--- src/design/lfrs_pkg.sv ---
// shared widths, constants and unit request/response types for the line fit block
// no dependencies
package lfrs_pkg;

  localparam int MAX_POINTS = 256;
  localparam int CNT_W      = $clog2(MAX_POINTS + 1);
  localparam int ADDR_W     = $clog2(MAX_POINTS);
  localparam int COORD_W    = 16;
  localparam int SX_W       = CNT_W + 16;
  localparam int SXX_W      = CNT_W + 31;
  localparam int D_W        = (2 * CNT_W + 30 > 48) ? 2 * CNT_W + 30 : 48;
  localparam int CW         = D_W + 2;
  localparam int ST_W       = D_W - 36;
  localparam int DX_W       = CNT_W + 17;
  localparam int DXM_W      = CNT_W + 16;
  localparam int NUMM_W     = D_W + CNT_W + 17;
  localparam int R_W        = 48;
  localparam int SUM_W      = 64;
  localparam int RATIO_W    = 32;
  localparam int MA_W       = (D_W > R_W) ? D_W : R_W;
  localparam int MB_W       = (DXM_W > R_W) ? DXM_W : R_W;
  localparam int MP_W       = MA_W + MB_W;
  localparam int DN_W       = (NUMM_W + 16 > SUM_W) ? NUMM_W + 16 : SUM_W;
  localparam int DV_W       = (CNT_W + D_W > R_W) ? CNT_W + D_W : R_W;

  localparam logic [36:0] STEEP_LIMIT = 37'd100000000000;
  localparam logic signed [SUM_W-1:0] MINUS_ONE = -64'sd65536;
  localparam logic [R_W-1:0] R_MAX = {1'b0, {(R_W-1){1'b1}}};
  localparam logic [R_W-1:0] R_MIN = {1'b1, {(R_W-1){1'b0}}};
  localparam logic [SUM_W-1:0] SUM_MAX = {1'b0, {(SUM_W-1){1'b1}}};
  localparam logic [RATIO_W-1:0] RATIO_MAX = {1'b0, {(RATIO_W-1){1'b1}}};
  localparam logic [RATIO_W-1:0] RATIO_MIN = {1'b1, {(RATIO_W-1){1'b0}}};

  typedef struct packed {
    logic            start;
    logic [MA_W-1:0] a;
    logic [MB_W-1:0] b;
  } mul_req_t;

  typedef struct packed {
    logic            done;
    logic [MP_W-1:0] prod;
  } mul_rsp_t;

  typedef struct packed {
    logic            start;
    logic [DN_W-1:0] num;
    logic [DV_W-1:0] den;
  } div_req_t;

  typedef struct packed {
    logic            done;
    logic [DN_W-1:0] quo;
  } div_rsp_t;

endpackage

--- src/design/lfrs_mul.sv ---
// bit-serial unsigned shift-add multiplier, one multiplier bit per cycle
// depends on lfrs_pkg
module lfrs_mul (
  input  logic              clk,
  input  logic              rst_n,
  input  lfrs_pkg::mul_req_t req,
  output lfrs_pkg::mul_rsp_t rsp
);

  localparam int MC_W = $clog2(lfrs_pkg::MB_W + 1);

  logic                      busy_r;
  logic                      done_r;
  logic [MC_W-1:0]           cnt_r;
  logic [lfrs_pkg::MP_W-1:0] acc_r;
  logic [lfrs_pkg::MP_W-1:0] a_r;
  logic [lfrs_pkg::MB_W-1:0] b_r;

  always_ff @(posedge clk) begin
    if (!rst_n) begin
      busy_r <= 1'b0;
      done_r <= 1'b0;
      cnt_r  <= '0;
    end else begin
      done_r <= busy_r && cnt_r == '0 && !req.start;
      if (req.start) begin
        busy_r <= 1'b1;
        cnt_r  <= MC_W'(lfrs_pkg::MB_W);
      end else if (busy_r) begin
        if (cnt_r != '0) begin
          cnt_r <= cnt_r - MC_W'(1);
        end else begin
          busy_r <= 1'b0;
        end
      end
    end
  end

  always_ff @(posedge clk) begin
    if (req.start) begin
      acc_r <= '0;
      a_r   <= lfrs_pkg::MP_W'(req.a);
      b_r   <= req.b;
    end else if (busy_r && cnt_r != '0) begin
      if (b_r[0]) begin
        acc_r <= acc_r + a_r;
      end
      a_r <= a_r << 1;
      b_r <= b_r >> 1;
    end
  end

  assign rsp.done = done_r;
  assign rsp.prod = acc_r;

endmodule

--- config.mk ---
export PLATFORM = sky130hd
export DESIGN_NAME = lfrs_mul
export DESIGN_NICKNAME = d
export VERILOG_FILES = /design/src/design/lfrs_pkg.sv /design/src/design/lfrs_mul.sv
export SDC_FILE = /design/constraint.sdc
export NUM_CORES = 1
export LEC_CHECK = 0
export ABC_AREA = 1
export CORE_UTILIZATION = 45
export DETAILED_ROUTE_END_ITERATION = 8
export DONT_BUFFER_PORTS = 1
export SLEW_MARGIN = 20
export SYNTH_ARGS = -nofsm -noshare
export SYNTH_HDL_FRONTEND = slang
export SYNTH_SLANG_ARGS = --single-unit
--- constraint.sdc ---
create_clock -name clk -period 11.69 [get_ports clk]
set_input_delay 1.7535 -clock clk [delete_from_list [all_inputs] [get_ports clk]]
set_output_delay 1.7535 -clock clk [all_outputs]
set_load 0.005 [all_outputs]
==> reports/qor.csv <==
stage,metric,value,unit
run_status,status,finished clean,
route,total wire length,67.4,mm
worst_setup_path,"most used cell, CP",nand2_1,
logic_synthesis,Cells after Synth,3298,
final_layout,synth-to-layout area growth,7.21,%
floorplan,CORE AREA,0.0430,mm2
worst_setup_path,Crit Path Category,register to register,
cts,"Setup Fix Bufs, Post-CTS",0,
cts,Post-CTS Resized,0,
pwr,P_sw,0.833,mW
timing,slew margin rel.,40.8,%
placed_design,Port Buffer Count,0,
route,Via density,4.97,
logic_synthesis,"top cells by area, synth","nand2_1, dfxtp_1, edfxtp_1",
timing,RSZ-0062 raised after global routing,no,
pwr,clock network fraction of total power,34.4,%
pwr,Flop pwr share,42.6,%
final_layout,# nets final,3464,
route,DR vias,19200,
pwr,Leakage,11.8,nW
cts,clock latency on the worst-skew pair,0.59,ns
global_routing,global router's overall resource usage,30.3,%
worst_setup_path,maximum fanout along the worst path,4,
cts,number of buffers created by CTS,28,
global_routing,initial antenna violation count,1,
worst_setup_path,Worst EP required,12.18,ns
global_routing,grt total ovfl,0,
route,Avg WL per Cell,17.4,um
timing,endpoints failing setup,0,
worst_setup_path,Slowest cell on crit path,edfxtp_1,
logic_synthesis,Synth Area in Simple Gates,38.8,%
pwr,Gate power share,23.0,%
logic_synthesis,most frequent cell after synthesis,nand2_1,
cts,clock root cell,clkbuf_16,
floorplan,die width,210,um
final_layout,design area,0.0210,mm2
cts,H-tree depth,1,
pwr,Internal,1.65,mW
floorplan,I/O pins,196,
global_routing,global-route wire length before repair,102,mm
final_layout,share of cells above drive strength 1,4.29,%
route,drt drc,0,
timing,Final Hold Viols,0,
logic_synthesis,Post-Syn Nets,3494,
logic_synthesis,cell accounting for the most synthesized area,nand2_1,
logic_synthesis,Netlist Area Pre-Place,0.0196,mm2
logic_synthesis,synthesized flop and latch total,248,
logic_synthesis,Post-synth top cells,"nand2_1, inv_1, nor2_1",
worst_setup_path,"Cell Chain, Critical Path",ha_1 > nand2_1 > nor2_1 > nand2_1 > nor2_1 > nand2_1 > nand3_1 > nand3_1 > nand4_1 > nand3_1 > nand2_1 > inv_1,
timing,setup_tns,0,ns
timing,"Slew Viols, Final",0,
timing,Tightest Pin Transition,0.887,ns
worst_setup_path,CP arrival,3.60,ns
worst_setup_path,R2R setup slack,8.58,ns
route,TritonRoute pass-1 iters,5,
timing,min Tclk post-route,3.11,ns
logic_synthesis,Syn Area/Cell,5.93,um2
pwr,maximum vdd drop,0.108,mV
worst_setup_path,Buf/Inv on CP,1,
final_layout,Diodes inserted,0,
logic_synthesis,largest family of logic cells by synthesized area,simple AND/OR/NAND/NOR gates,
logic_synthesis,mux cell area share after synthesis,0,%
logic_synthesis,"FFs w/ async S/R, synth",0,%
placed_design,DP Wirelength,55.8,mm
pwr,Pwr per Cell Area,119,mW/mm2
global_routing,largest net degree at the start of global routing,100,
worst_setup_path,critical path startpoint category,register,
pwr,Switching Fraction,33.5,%
floorplan,Starting Density,45.5,%
placed_design,post-placement cell area,0.0201,mm2
route,First DRT Iteration DRCs,1611,
cts,count of hold-fix buffers inserted at cts,0,
floorplan,Die Ht,210,um
logic_synthesis,Synth Area in Compound Gates,8.26,%
logic_synthesis,area share of xor/xnor cells in the synthesized design,1.88,%
logic_synthesis,post-synthesis adder-cell area fraction,6.25,%
timing,crit share post-route,26.6,%
cts,CTS tree,built,
cts,CTS Buffer Depth,3,
run,number of max-cap violations,0,
logic_synthesis,Post-synth EDFFs,96,
worst_setup_path,"Largest delay share family, worst path",simple AND/OR/NAND/NOR gates,
route,ANT nets after route,0,
placed_design,routability congestion estimate,0.995,
logic_synthesis,yosys warns,0,
worst_setup_path,Critical Path Sink Type,register,
worst_setup_path,Critical Path Max Stage Delay,0.41,ns
min_path,Hold Path Class,register to register,
logic_synthesis,"Seq/Total Area, Yosys",30.3,%
timing,FMAX,321,MHz
logic_synthesis,area share of the largest cell type after synthesis,25.7,%
floorplan,Placement Rows,76,
cts,CTS sink count,248,
logic_synthesis,Synth cell types,35,
logic_synthesis,"Primary FF master, synth",dfxtp_1,
floorplan,die area,0.0443,mm2
global_routing,vias in the first global route,18000,
timing,Worst Skew,0.0158,ns
cts,Worst-path clk slew,0.06,ns
## layout by cell type (no fill, tap or decap), types with 2 or more instances in the layout
cell type / synthesis / final
nand3_2: 10 / 10
xor2_1: 37 / 37
o21ai_0: 110 / 110
nor2_1: 306 / 306
buf_4: 1 / 9
xnor2_1: 5 / 5
nor3_1: 6 / 6
or2_0: 2 / 2
inv_4: 0 / 2
nand3_1: 122 / 122
nand2_1: 1341 / 1340
o21a_1: 50 / 50
a21boi_2: 2 / 2
and2_1: 4 / 4
clkinv_2: 0 / 8
nor3b_1: 2 / 2
clkbuf_16: 0 / 28
o21bai_1: 34 / 34
clkinv_1: 1 / 2
nand4_1: 32 / 32
nor3_2: 6 / 6
clkbuf_4: 0 / 2
nor4_1: 2 / 2
clkbuf_1: 44 / 5
a21oi_1: 79 / 79
nor2_2: 39 / 39
inv_1: 664 / 664
ha_1: 96 / 96
nand2_2: 13 / 13
clkbuf_8: 0 / 2
inv_2: 14 / 13
dfxtp_1: 152 / 152
edfxtp_1: 96 / 96
## cells by family after synthesis
family / count (synthesis)
flops: 248
compound gates: 277
fa+ha+maj: 97
buf+inv: 748
xor+xnor: 42
simple gates: 1886
## power by group through the flow
stage	Combinational [mW]	Clock, mW	Sequential [mW]
after floorplan	0.412	0	1.05
after global placement	0.554	0	1.08
after detailed placement	0.565	0	1.08
after CTS	0.567	0.874	1.06
after global routing	0.641	0.905	1.07
final	0.572	0.856	1.06
## sequential cells by signal (all words and copies together), names as in the netlist
name and count:
a_r 96, busy_r 1, acc_r 96, cnt_r 6, b_r 48, done_r 1
## final cells by class
class,count,area [um2]
multi-input combinational,2302,10800
inverter,679,2560
tap,585,732
clock buffer,38,767
sequential,248,5930
timing repair buffer,9,67.6
fill,4750,22000
clock inverter,14,121
## stage by stage
step	hold WS [ns]	power, mW	std cells	setup WS [ns]	utilization [%]
final	0.466	2.49	3875	8.58	48.8
after global routing	0.488	2.61	3875	8.36	48.8
after CTS	0.469	2.50	3875	8.60	48.8
after detailed placement	0.460	1.64	3823	8.08	46.7
after global placement	0.454	1.63	3823	8.17	46.7
after floorplan	0.445	1.46	3298	6.59	-
## worst paths after layout
| kind | from | end | depth (start not counted) |
|---|---|---|---|
| min reg2reg | cnt_r[0]$_SDFFE_PP0P_ | cnt_r[0]$_SDFFE_PP0P_ | 2 |
| max | a_r[14]$_DFFE_PP_ | acc_r[86]$_SDFFE_PP0P_ | 12 |
| min | cnt_r[0]$_SDFFE_PP0P_ | cnt_r[0]$_SDFFE_PP0P_ | 2 |
| max reg2reg | a_r[14]$_DFFE_PP_ | acc_r[86]$_SDFFE_PP0P_ | 12 |
## worst reg2reg max path, cell delays in order, from the launching register on
cell and delay [ns]:
edfxtp_1 0.41, ha_1 0.36, nand2_1 0.13, nor2_1 0.33, nand2_1 0.29, nor2_1 0.15
nand2_1 0.07, nand3_1 0.35, nand3_1 0.31, nand4_1 0.19, nand3_1 0.24, nand2_1 0.14
inv_1 0.04
## metal layers
| metal | up-vias | share of wire, % | track usage, % |
|---|---|---|---|
| met5 | - | 0 | 0 |
| met4 | 0 | 2.4 | 6.22 |
| met3 | 70 | 7.1 | 5.05 |
| met2 | 543 | 44 | 48.8 |
| met1 | 8762 | 47 | 42.6 |
| li1 | 9872 | - | - |
No activity file was read; power rests on OpenSTA's default activity.
