[src/design/lfrs_pkg.sv]
// shared widths, constants and unit request/response types for the line fit block
// no dependencies
package lfrs_pkg;

  localparam int MAX_POINTS = 256;
  localparam int CNT_W      = $clog2(MAX_POINTS + 1);
  localparam int ADDR_W     = $clog2(MAX_POINTS);
  localparam int COORD_W    = 16;
  localparam int SX_W       = CNT_W + 16;
  localparam int SXX_W      = CNT_W + 31;
  localparam int D_W        = (2 * CNT_W + 30 > 48) ? 2 * CNT_W + 30 : 48;
  localparam int CW         = D_W + 2;
  localparam int ST_W       = D_W - 36;
  localparam int DX_W       = CNT_W + 17;
  localparam int DXM_W      = CNT_W + 16;
  localparam int NUMM_W     = D_W + CNT_W + 17;
  localparam int R_W        = 48;
  localparam int SUM_W      = 64;
  localparam int RATIO_W    = 32;
  localparam int MA_W       = (D_W > R_W) ? D_W : R_W;
  localparam int MB_W       = (DXM_W > R_W) ? DXM_W : R_W;
  localparam int MP_W       = MA_W + MB_W;
  localparam int DN_W       = (NUMM_W + 16 > SUM_W) ? NUMM_W + 16 : SUM_W;
  localparam int DV_W       = (CNT_W + D_W > R_W) ? CNT_W + D_W : R_W;

  localparam logic [36:0] STEEP_LIMIT = 37'd100000000000;
  localparam logic signed [SUM_W-1:0] MINUS_ONE = -64'sd65536;
  localparam logic [R_W-1:0] R_MAX = {1'b0, {(R_W-1){1'b1}}};
  localparam logic [R_W-1:0] R_MIN = {1'b1, {(R_W-1){1'b0}}};
  localparam logic [SUM_W-1:0] SUM_MAX = {1'b0, {(SUM_W-1){1'b1}}};
  localparam logic [RATIO_W-1:0] RATIO_MAX = {1'b0, {(RATIO_W-1){1'b1}}};
  localparam logic [RATIO_W-1:0] RATIO_MIN = {1'b1, {(RATIO_W-1){1'b0}}};

  typedef struct packed {
    logic            start;
    logic [MA_W-1:0] a;
    logic [MB_W-1:0] b;
  } mul_req_t;

  typedef struct packed {
    logic            done;
    logic [MP_W-1:0] prod;
  } mul_rsp_t;

  typedef struct packed {
    logic            start;
    logic [DN_W-1:0] num;
    logic [DV_W-1:0] den;
  } div_req_t;

  typedef struct packed {
    logic            done;
    logic [DN_W-1:0] quo;
  } div_rsp_t;

endpackage

[src/design/lfrs_div.sv]
// restoring divider, one quotient bit per cycle, quotient rounded half up
// depends on lfrs_pkg
module lfrs_div (
  input  logic              clk,
  input  logic              rst_n,
  input  lfrs_pkg::div_req_t req,
  output lfrs_pkg::div_rsp_t rsp
);

  localparam int DC_W = $clog2(lfrs_pkg::DN_W + 1);

  logic                      busy_r;
  logic                      done_r;
  logic [DC_W-1:0]           cnt_r;
  logic [lfrs_pkg::DN_W-1:0] num_r;
  logic [lfrs_pkg::DN_W-1:0] quo_r;
  logic [lfrs_pkg::DV_W-1:0] den_r;
  logic [lfrs_pkg::DV_W-1:0] rem_r;
  logic [lfrs_pkg::DV_W:0]   rem_sh;
  logic [lfrs_pkg::DV_W:0]   rem_sub;
  logic                      ge;
  logic                      round_up;

  assign rem_sh   = {rem_r, num_r[lfrs_pkg::DN_W-1]};
  assign ge       = rem_sh >= {1'b0, den_r};
  assign rem_sub  = rem_sh - {1'b0, den_r};
  assign round_up = {rem_r, 1'b0} >= {1'b0, den_r};

  always_ff @(posedge clk) begin
    if (!rst_n) begin
      busy_r <= 1'b0;
      done_r <= 1'b0;
      cnt_r  <= '0;
    end else begin
      done_r <= busy_r && cnt_r == '0 && !req.start;
      if (req.start) begin
        busy_r <= 1'b1;
        cnt_r  <= DC_W'(lfrs_pkg::DN_W);
      end else if (busy_r) begin
        if (cnt_r != '0) begin
          cnt_r <= cnt_r - DC_W'(1);
        end else begin
          busy_r <= 1'b0;
        end
      end
    end
  end

  always_ff @(posedge clk) begin
    if (req.start) begin
      num_r <= req.num;
      den_r <= req.den;
      rem_r <= '0;
      quo_r <= '0;
    end else if (busy_r) begin
      if (cnt_r != '0) begin
        rem_r <= ge ? rem_sub[lfrs_pkg::DV_W-1:0] : rem_sh[lfrs_pkg::DV_W-1:0];
        quo_r <= {quo_r[lfrs_pkg::DN_W-2:0], ge};
        num_r <= num_r << 1;
      end else begin
        // final remainder decides the half-up rounding
        quo_r <= quo_r + lfrs_pkg::DN_W'(round_up);
      end
    end
  end

  assign rsp.done = done_r;
  assign rsp.quo  = quo_r;

endmodule

[config.mk]
export PLATFORM = sky130hd
export DESIGN_NAME = lfrs_div
export DESIGN_NICKNAME = d
export VERILOG_FILES = /design/src/design/lfrs_pkg.sv /design/src/design/lfrs_div.sv
export SDC_FILE = /design/constraint.sdc
export NUM_CORES = 1
export LEC_CHECK = 0
export BUFFER_PORTS_ARGS = -buffer_cell sky130_fd_sc_hd__buf_2
export CORE_UTILIZATION = 35
export CTS_BUF_LIST = sky130_fd_sc_hd__clkbuf_2
export CTS_CLUSTER_SIZE = 8
export DETAILED_ROUTE_END_ITERATION = 16
export SYNTH_ARGS = -nofsm -noshare
export SYNTH_HDL_FRONTEND = slang
export SYNTH_SLANG_ARGS = --single-unit
[constraint.sdc]
create_clock -name clk -period 5.2 [get_ports clk]
set_input_delay 0.52 -clock clk [delete_from_list [all_inputs] [get_ports clk]]
set_output_delay 0.52 -clock clk [all_outputs]
set_load 0.005 [all_outputs]
==> results of run 1 <==
==> critical path, delay by kind of cell, from the launching register on <==
kind | cells | cell delay (ps)
and+or+nand+nor | 9 | 2740
AOI/OAI and AO/OA | 4 | 820
adders and majority gates | 2 | 670
DFF | 1 | 330
buffers and inverters | 1 | 50
==> sequential cells by signal, indices dropped and copies added (netlist names) <==
| name | cells |
|---|---|
| rem_r | 57 |
| num_r | 90 |
| den_r | 57 |
| busy_r | 1 |
| quo_r | 90 |
| cnt_r | 7 |
| done_r | 1 |
==> path summary, 6_finish.rpt <==
path / slack [ps] / depth (start not counted) / endpoint
max: 430 / 16 / quo_r[87]
min: 120 / 2 / den_r[25]
max reg2reg: 430 / 16 / quo_r[87]
min reg2reg: 480 / 2 / rem_r[1]
==> area by class of cell <==
class,instances,area [um2]
Fill cell,5025,27900
Tap cell,672,841
Timing Repair Buffer,450,3250
Inverter,99,373
Sequential cell,303,7540
Clock inverter,22,139
Multi-Input combinational cell,1439,9330
Antenna cell,7,17.5
Clock buffer,140,701
==> cell usage in the layout, fill, tap and decap left out, types with 29 or more instances in the layout <==
cell	n
nand2_1	191
a31oi_1	33
dfxtp_1	155
a21oi_1	145
a22o_1	31
a22oi_1	53
and3_1	31
nand3_1	69
o21ai_0	159
clkbuf_2	140
dlygate4sd3_1	181
mux2_2	90
ha_1	61
edfxtp_1	147
inv_1	97
buf_2	239
nand4_1	35
nor3_1	29
nor2_1	149
==> where the power goes <==
part | leakage, nW | internal (mW) | switching, mW | total [mW]
clock network | 0.662 | 0.809 | 1.12 | 1.93
logic | 5.47 | 0.545 | 0.714 | 1.26
registers | 2.73 | 2.69 | 0.0933 | 2.79
total | 8.86 | 4.05 | 1.92 | 5.97
==> kinds of logic after synthesis <==
group                      synth area share, %
AOI/OAI and AO/OA                         22.7
adders and majority gates                 4.42
buffers and inverters                     5.00
xor gates and xnor gates                  2.32
muxes                                     6.67
DFF                                       42.5
and+or+nand+nor                           16.4
==> stage by stage <==
step                      cell area [um2]  util, %
after floorplan                     17700        -
after detailed placement            19500     39.0
final                               22200     44.3
after global placement              19500     39.0
after CTS                           22200     44.2
after global routing                22200     44.3
==> per-layer routing <==
layer | GRT usage [%] | part of all wire (%) | up-vias
li1 | - | - | 8227
met1 | 27.1 | 45 | 7987
met2 | 31.3 | 45 | 581
met3 | 4.63 | 6.6 | 118
met4 | 7.99 | 3.0 | 6
met5 | 0 | 0.062 | -
==> repair_timing <==
action                                  CTS  global route
resized for setup                         0             1
hold endpoints to repair                202             0
hold buffers                            181             0
endpoints found under the setup margin    0            14
setup buffers                             0             2
==> results.cfg, run 1 <==
[status]
status = finished clean

[sta]
report.final.slew_viol_count = 0
relSlewSlack_pct = 36.5
holdWs_ps = 117
period_minus_slack_ps = 4770
max_freq_ghz = 0.210
finalHoldViolCount = 0
period_share_pct = 91.7
setup_ws_ps = 431
setup_viol = 0
setup-tns-final_ps = 0
worst_slew_pin_slew_ps = 952
grt_setup_unrepaired = no
fin_skew_ps = 110

[synth]
syn_area_um2 = 17700
synthArstFlopShare_pct = 0
yosysUniqueCellTypes = 83
syn_nets = 2179
ys_warn_count = 0
synth_commonest_cells = 191 x nand2_1, 159 x o21ai_0, 156 x dfxtp_1, 151 x nor2_1, 147 x edfxtp_1
synth_edf_count = 147
yosysTopAreaCell = edfxtp_1
synth.top_cell.area_share_pct = 24.9
yosysSeqAreaShare_pct = 42.5
postSynthCellCount = 1967
ys_top_cells_by_area = edfxtp_1 25%, dfxtp_1 18%, mux2_2 5.7%
synth.most_common_cell = nand2_1
avgSynthCellArea_um2 = 9.02
synth-seq-cells = 303
synthFlopType = dfxtp_1

[pwr]
power_density_nw_per_um2 = 269
total_power_mw = 5.97
peakVddDrop_uv = 192
leakagePower_nw = 8.86

[finish]
syn_to_final_growth_pct = 25.1
instances_no_fill = 3132
drive_gt1_share_pct = 22.1
nNetsFinal = 2594

[setup_path]
slowest_stage = or4_1
startpoint_type = flip-flop
cp-startpoint = den_r[24]
cp_cell_sequence = inv_1 -> ha_1 -> nand3_1 -> or3b_1 -> o21a_1 -> o31ai_2 -> ha_1 -> and3_1 -> nand3_2 -> nor4_4 -> nand3_4 -> or4_1 -> or4_1 -> o21ai_1 -> a22oi_1 -> nor2_1
critical_path_class = flip-flop to flip-flop
crit_path_end_kind = flip-flop
worst_ep_required_time_ps = 6170
crit_fanout = 10
r2r_start = den_r[24]
slowest_delay_ps = 540
arrival_ps = 5740

[placed_design]
io_buffers = 240
dp.final_hpwl_um = 34400
globalplace.congestion = 0.932
dp_cells = 2780
dpl_worst_slack_ps = 266

[routing]
ant_nets = 0
drt-total-wl_um = 52800
vias = 16919
wl_per_cell_um = 16.9
dr.pass1.iters = 7
viasPerCell = 5.40
drt_iter0_markers = 1327
drc = 0

[die]
io_pins = 241
fp-row-count = 82
coreArea_um2 = 50100
start_util_pct = 35.4
die_height_um = 227
die_w_um = 227
dieArea_um2 = 51600

[global_route]
antenna_found_initial = 6
grt_max_degree = 124
grt_pass1_vias = 16274
grt_overflow_total = 0
grt.total_usage_pct = 20.2
grt_pass1_wl_um = 83700

[min_path]
hp-start = req[25]
hold_class = input pin to flip-flop

[clock_network]
cts.sinks = 303
tritoncts = done
htreeDepth = 3
clkLatencyLatePin_ps = 1130
cts_buffers = 89
cts.root.buffer_cell = clkbuf_2
cts.clk_slew.worst_paths_ps = 110
cts_buffer_depth = 3

[flow_run]
drv_cap = 0
No activity file was read; power rests on OpenSTA's default activity.
==> run 2: changes to the inputs <==
- clock period: 5.2 -> 5.26 ns (I/O delays scaled with it)
==> results.cfg, run 2 (synthesis results as in run 1) <==
[sta]
fin_skew_ps = 84.8
period_minus_slack_ps = 4840
setup_viol = 0
relSlewSlack_pct = 7.12
period_share_pct = 92.0
setup-tns-final_ps = 0
grt_setup_unrepaired = no
report.final.slew_viol_count = 0
holdWs_ps = 211
max_freq_ghz = 0.207
finalHoldViolCount = 0
worst_slew_pin_slew_ps = 1390

[global_route]
grt.total_usage_pct = 19.8
grt_overflow_total = 0
grt_pass1_wl_um = 82500
grt_pass1_vias = 15935
grt_max_degree = 101
antenna_found_initial = 5

[pwr]
power_density_nw_per_um2 = 263
leakagePower_nw = 8.66
peakVddDrop_uv = 164

[routing]
drt_iter0_markers = 1286
drc = 0
drt-total-wl_um = 52100
wl_per_cell_um = 16.8
ant_nets = 0
dr.pass1.iters = 7
viasPerCell = 5.42
vias = 16762

[finish]
syn_to_final_growth_pct = 22.9
largestRegisters = num_r x90, quo_r x90
drive_gt1_share_pct = 22.2
nNetsFinal = 2556
final_util_pct = 43.5
final_common_cell = buf_2
most-common-layout-cells = 239 x buf_2, 191 x nand2_1, 159 x o21ai_0

[die]
dieArea_um2 = 51600
die_height_um = 227
die_w_um = 227
fp-row-count = 82
start_util_pct = 35.4
io_pins = 241
coreArea_um2 = 50100

[placed_design]
dp.final_hpwl_um = 34200
io_buffers = 240
globalplace.congestion = 0.942

[setup_path]
startpoint_type = flip-flop
crit_family = compound AO/OA/AOI/OAI gates
slowest_delay_ps = 410
reg2reg_setup_slack_ps = 420
cp_cell_sequence = inv_1 -> ha_1 -> a21oi_1 -> o21ai_0 -> a31oi_1 -> o21a_1 -> o21a_1 -> o31ai_2 -> ha_1 -> ha_1 -> nand3_1 -> nor3_1 -> nand4_1 -> buf_4 -> nor4_2 -> nand3_1 -> nor2_1 -> and4b_1 -> a21oi_1 -> o311ai_0
crit_path_end_kind = flip-flop
arrival_ps = 5750
path_common_cell = ha_1
slowest_stage = o31ai_2
critical_path_class = flip-flop to flip-flop
crit_buf_inv = 2
crit_fanout = 7
worst_ep_required_time_ps = 6170

[clock_network]
htreeDepth = 3
cts.clk_slew.worst_paths_ps = 90
cts.sinks = 303
clkLatencyLatePin_ps = 1050
cts_buffers = 87
cts.root.buffer_cell = clkbuf_2
tritoncts = done
cts_buffer_depth = 3

[status]
status = finished clean

[min_path]
hold_class = input pin to flip-flop

[flow_run]
drv_cap = 0
-- run 2: cell types whose count changed in the layout (fill, tap and decap cells not counted), sizes merged --
cell,before,now
clkinvlp,0,3
inv,102,99
bufinv,2,0
diode,7,5
clkinv,17,18
buf,269,265
dlygate4sd3,181,149
-- run 2: area by class of cell --
cell class                 count  area [um2]
fill                        5031       28300
clock buffer                 140         701
clock inverter                21        91.3
sequential                   303        7540
timing repair buffer         414        2900
inverter                      99         373
tap                          672         841
multi-input combinational   1439        9340
antenna                        5        12.5
-- run 2: metrics by stage --
| step | std cells | setup WS, ps | power (mW) | area [um2] |
|---|---|---|---|---|
| after floorplan | 1967 | 894 | 3.60 | 17700 |
| after global placement | 2775 | 227 | 3.89 | 19500 |
| after detailed placement | 2775 | 96.0 | 3.92 | 19500 |
| after CTS | 3085 | 87.2 | 5.81 | 21700 |
| after global routing | 3091 | 87.6 | 6.10 | 21800 |
| final | 3093 | 420 | 5.74 | 21800 |
-- run 2: path summary, 6_finish.rpt --
| check | startpoint | end | depth (start not counted) |
|---|---|---|---|
| max | den_r[11] | quo_r[80] | 20 |
| min reg2reg | rem_r[6] | rem_r[6] | 2 |
| max reg2reg | den_r[11] | quo_r[80] | 20 |
| min | req[17] | den_r[17] | 2 |
-- run 2: timing repair --
item,in CTS,in global routing
hold buffers,149,0
gates resized for setup,0,3
endpoints found under the hold margin,204,0
buffers inserted,0,3
setup endpoints to repair,0,26
-- run 2: where the power goes --
group | leakage, nW | internal (mW) | switching (mW)
combinational | 5.32 | 0.511 | 0.703
clock | 0.618 | 0.700 | 1.07
sequential | 2.73 | 2.66 | 0.0929
-- run 2: metal layers --
layer | up-vias | routed length [um] | GRT usage (%)
met3 | 86 | 3670 | 4.27
met2 | 588 | 24100 | 31.6
li1 | 8160 | - | -
met1 | 7926 | 23300 | 26.3
met5 | - | 17 | 0
met4 | 2 | 1060 | 7.30
-- run 2: worst reg2reg max path, cell delays in order, from the launching register on --
cell and delay, ps:
edfxtp_1 340, inv_1 50, ha_1 380, a21oi_1 110, o21ai_0 270, a31oi_1 240, o21a_1 160, o21a_1 200
o31ai_2 410, ha_1 250, ha_1 210, nand3_1 110, nor3_1 320, nand4_1 130, buf_4 190, nor4_2 370
nand3_1 190, nor2_1 240, and4b_1 230, a21oi_1 40, o311ai_0 290
==> run 3: changes to the inputs <==
- ABC_CLOCK_PERIOD_IN_PS: not set -> 5260
- CORE_MARGIN: not set -> 2
- REMOVE_ABC_BUFFERS: not set -> 1
==> results.cfg, run 3 (synthesis results as in run 1) <==
[global_route]
grt_pass1_wl_um = 85000
grt_pass1_vias = 16465
grt_max_degree = 130
antenna_found_initial = 7
grt_overflow_total = 0
grt.total_usage_pct = 19.7

[routing]
dr.pass1.iters = 5
drt_iter0_markers = 1202
wl_per_cell_um = 17.2
viasPerCell = 5.43
drt-total-wl_um = 53300
vias = 16814
ant_nets = 0
drc = 0

[setup_path]
slowest_delay_ps = 530
cp_cell_sequence = inv_1 -> ha_1 -> and3_1 -> or3b_1 -> o21a_1 -> o31ai_1 -> ha_1 -> and3_1 -> nand3_2 -> nor4_4 -> buf_4 -> nand3_4 -> or4_1 -> or4_1 -> o21ai_1 -> a22oi_1 -> nor2_1
crit_end = quo_r[87]
critical_path_class = flip-flop to flip-flop
cp-startpoint = den_r[19]
r2r-end = quo_r[87]
r2r_start = den_r[19]
crit_buf_inv = 2
crit_family = simple AND/OR/NAND/NOR gates
cp_num_cells = 17
startpoint_type = flip-flop
slowest_stage = or4_1
crit_path_end_kind = flip-flop
r2r.worst_path.cells = 17
arrival_ps = 5750
crit_fanout = 10
reg2reg_setup_slack_ps = 490
worst_ep_required_time_ps = 6240

[pwr]
leakagePower_nw = 8.67
peakVddDrop_uv = 157
power_density_nw_per_um2 = 266

[placed_design]
globalplace.congestion = 0.930
dp.final_hpwl_um = 35200
dp_cells = 2777
dpl_worst_slack_ps = 455
io_buffers = 240

[status]
status = finished clean

[flow_run]
drv_cap = 0

[finish]
nNetsFinal = 2559
instances_no_fill = 3096
final_common_cell = buf_2
largestRegisters = num_r x90, quo_r x90
drive_gt1_share_pct = 21.9
most-common-layout-cells = 239 x buf_2, 191 x nand2_1, 159 x o21ai_0
syn_to_final_growth_pct = 23.1

[sta]
relSlewSlack_pct = 17.9
setup_ws_ps = 490
grt_setup_unrepaired = no
max_freq_ghz = 0.210
fin_skew_ps = 94.0
report.final.slew_viol_count = 0
setup_viol = 0
period_share_pct = 90.7
period_minus_slack_ps = 4770
worst_slew_pin_slew_ps = 1220
finalHoldViolCount = 0

[min_path]
min_path_cells = 2
hold_class = input pin to flip-flop

[clock_network]
htreeDepth = 3
clkLatencyLatePin_ps = 1050
cts_buffers = 90
cts.sinks = 303
cts.clk_slew.worst_paths_ps = 100
tritoncts = done
cts.root.buffer_cell = clkbuf_2
cts_buffer_depth = 3

[die]
die_height_um = 229
start_util_pct = 35.4
io_pins = 241
fp-row-count = 82
dieArea_um2 = 52500
die_w_um = 229
coreArea_um2 = 50100
run 3: metal layers:
metal,up-vias,wire (um),track usage [%]
met5,-,46,0
met4,8,2120,8.73
met3,152,3440,5.20
met2,512,25000,32.4
met1,7987,22700,24.4
li1,8155,-,-
run 3: layout make-up:
type	instances	area [um2]
antenna	3	7.51
clock buffer	133	666
clock inverter	33	169
fill	4996	28200
inverter	99	373
multi-input combinational	1439	9330
sequential	303	7540
tap	672	841
timing repair buffer	414	2900
run 3: where the power goes:
group          total [mW]  leakage (nW)  internal, mW  switching, mW
clock                1.84         0.622         0.732           1.11
combinational        1.22          5.32         0.511          0.706
sequential           2.75          2.73          2.66         0.0911
total                5.82          8.67          3.91           1.91
run 3: what timing repair did:
item | CTS | global route
setup buffers | 0 | 1
hold buffers | 149 | 0
endpoints found under the hold margin | 215 | 0
endpoints found under the setup margin | 0 | 3
gates resized for setup | 0 | 1
run 3: worst min path at each step:
stage | slack (ps) | start | end
2_1_floorplan | 440 | rem_r[15] | rem_r[15]
3_3_place_gp | 460 | rem_r[8] | rem_r[8]
3_5_place_dp | 460 | rem_r[8] | rem_r[8]
4_1_cts | 60 | req[42] | den_r[42]
5_1_grt | 70 | req[42] | den_r[42]
6_report | 210 | req[42] | den_r[42]
run 3: through the flow:
| stage | cell area, um2 | hold WS, ps | setup TNS [ps] | utilization, % | total power [mW] |
|---|---|---|---|---|---|
| 2_1_floorplan | 17200 | 442 | -531550 | - | 3.56 |
| 3_3_place_gp | 19500 | 460 | 0 | 38.9 | 3.90 |
| 4_1_cts | 21800 | 56.5 | 0 | 43.6 | 5.89 |
| 6_report | 21800 | 210 | 0 | 43.6 | 5.82 |
| 5_1_grt | 21800 | 66.5 | 0 | 43.6 | 6.17 |
| 3_5_place_dp | 19500 | 464 | 0 | 38.9 | 3.92 |
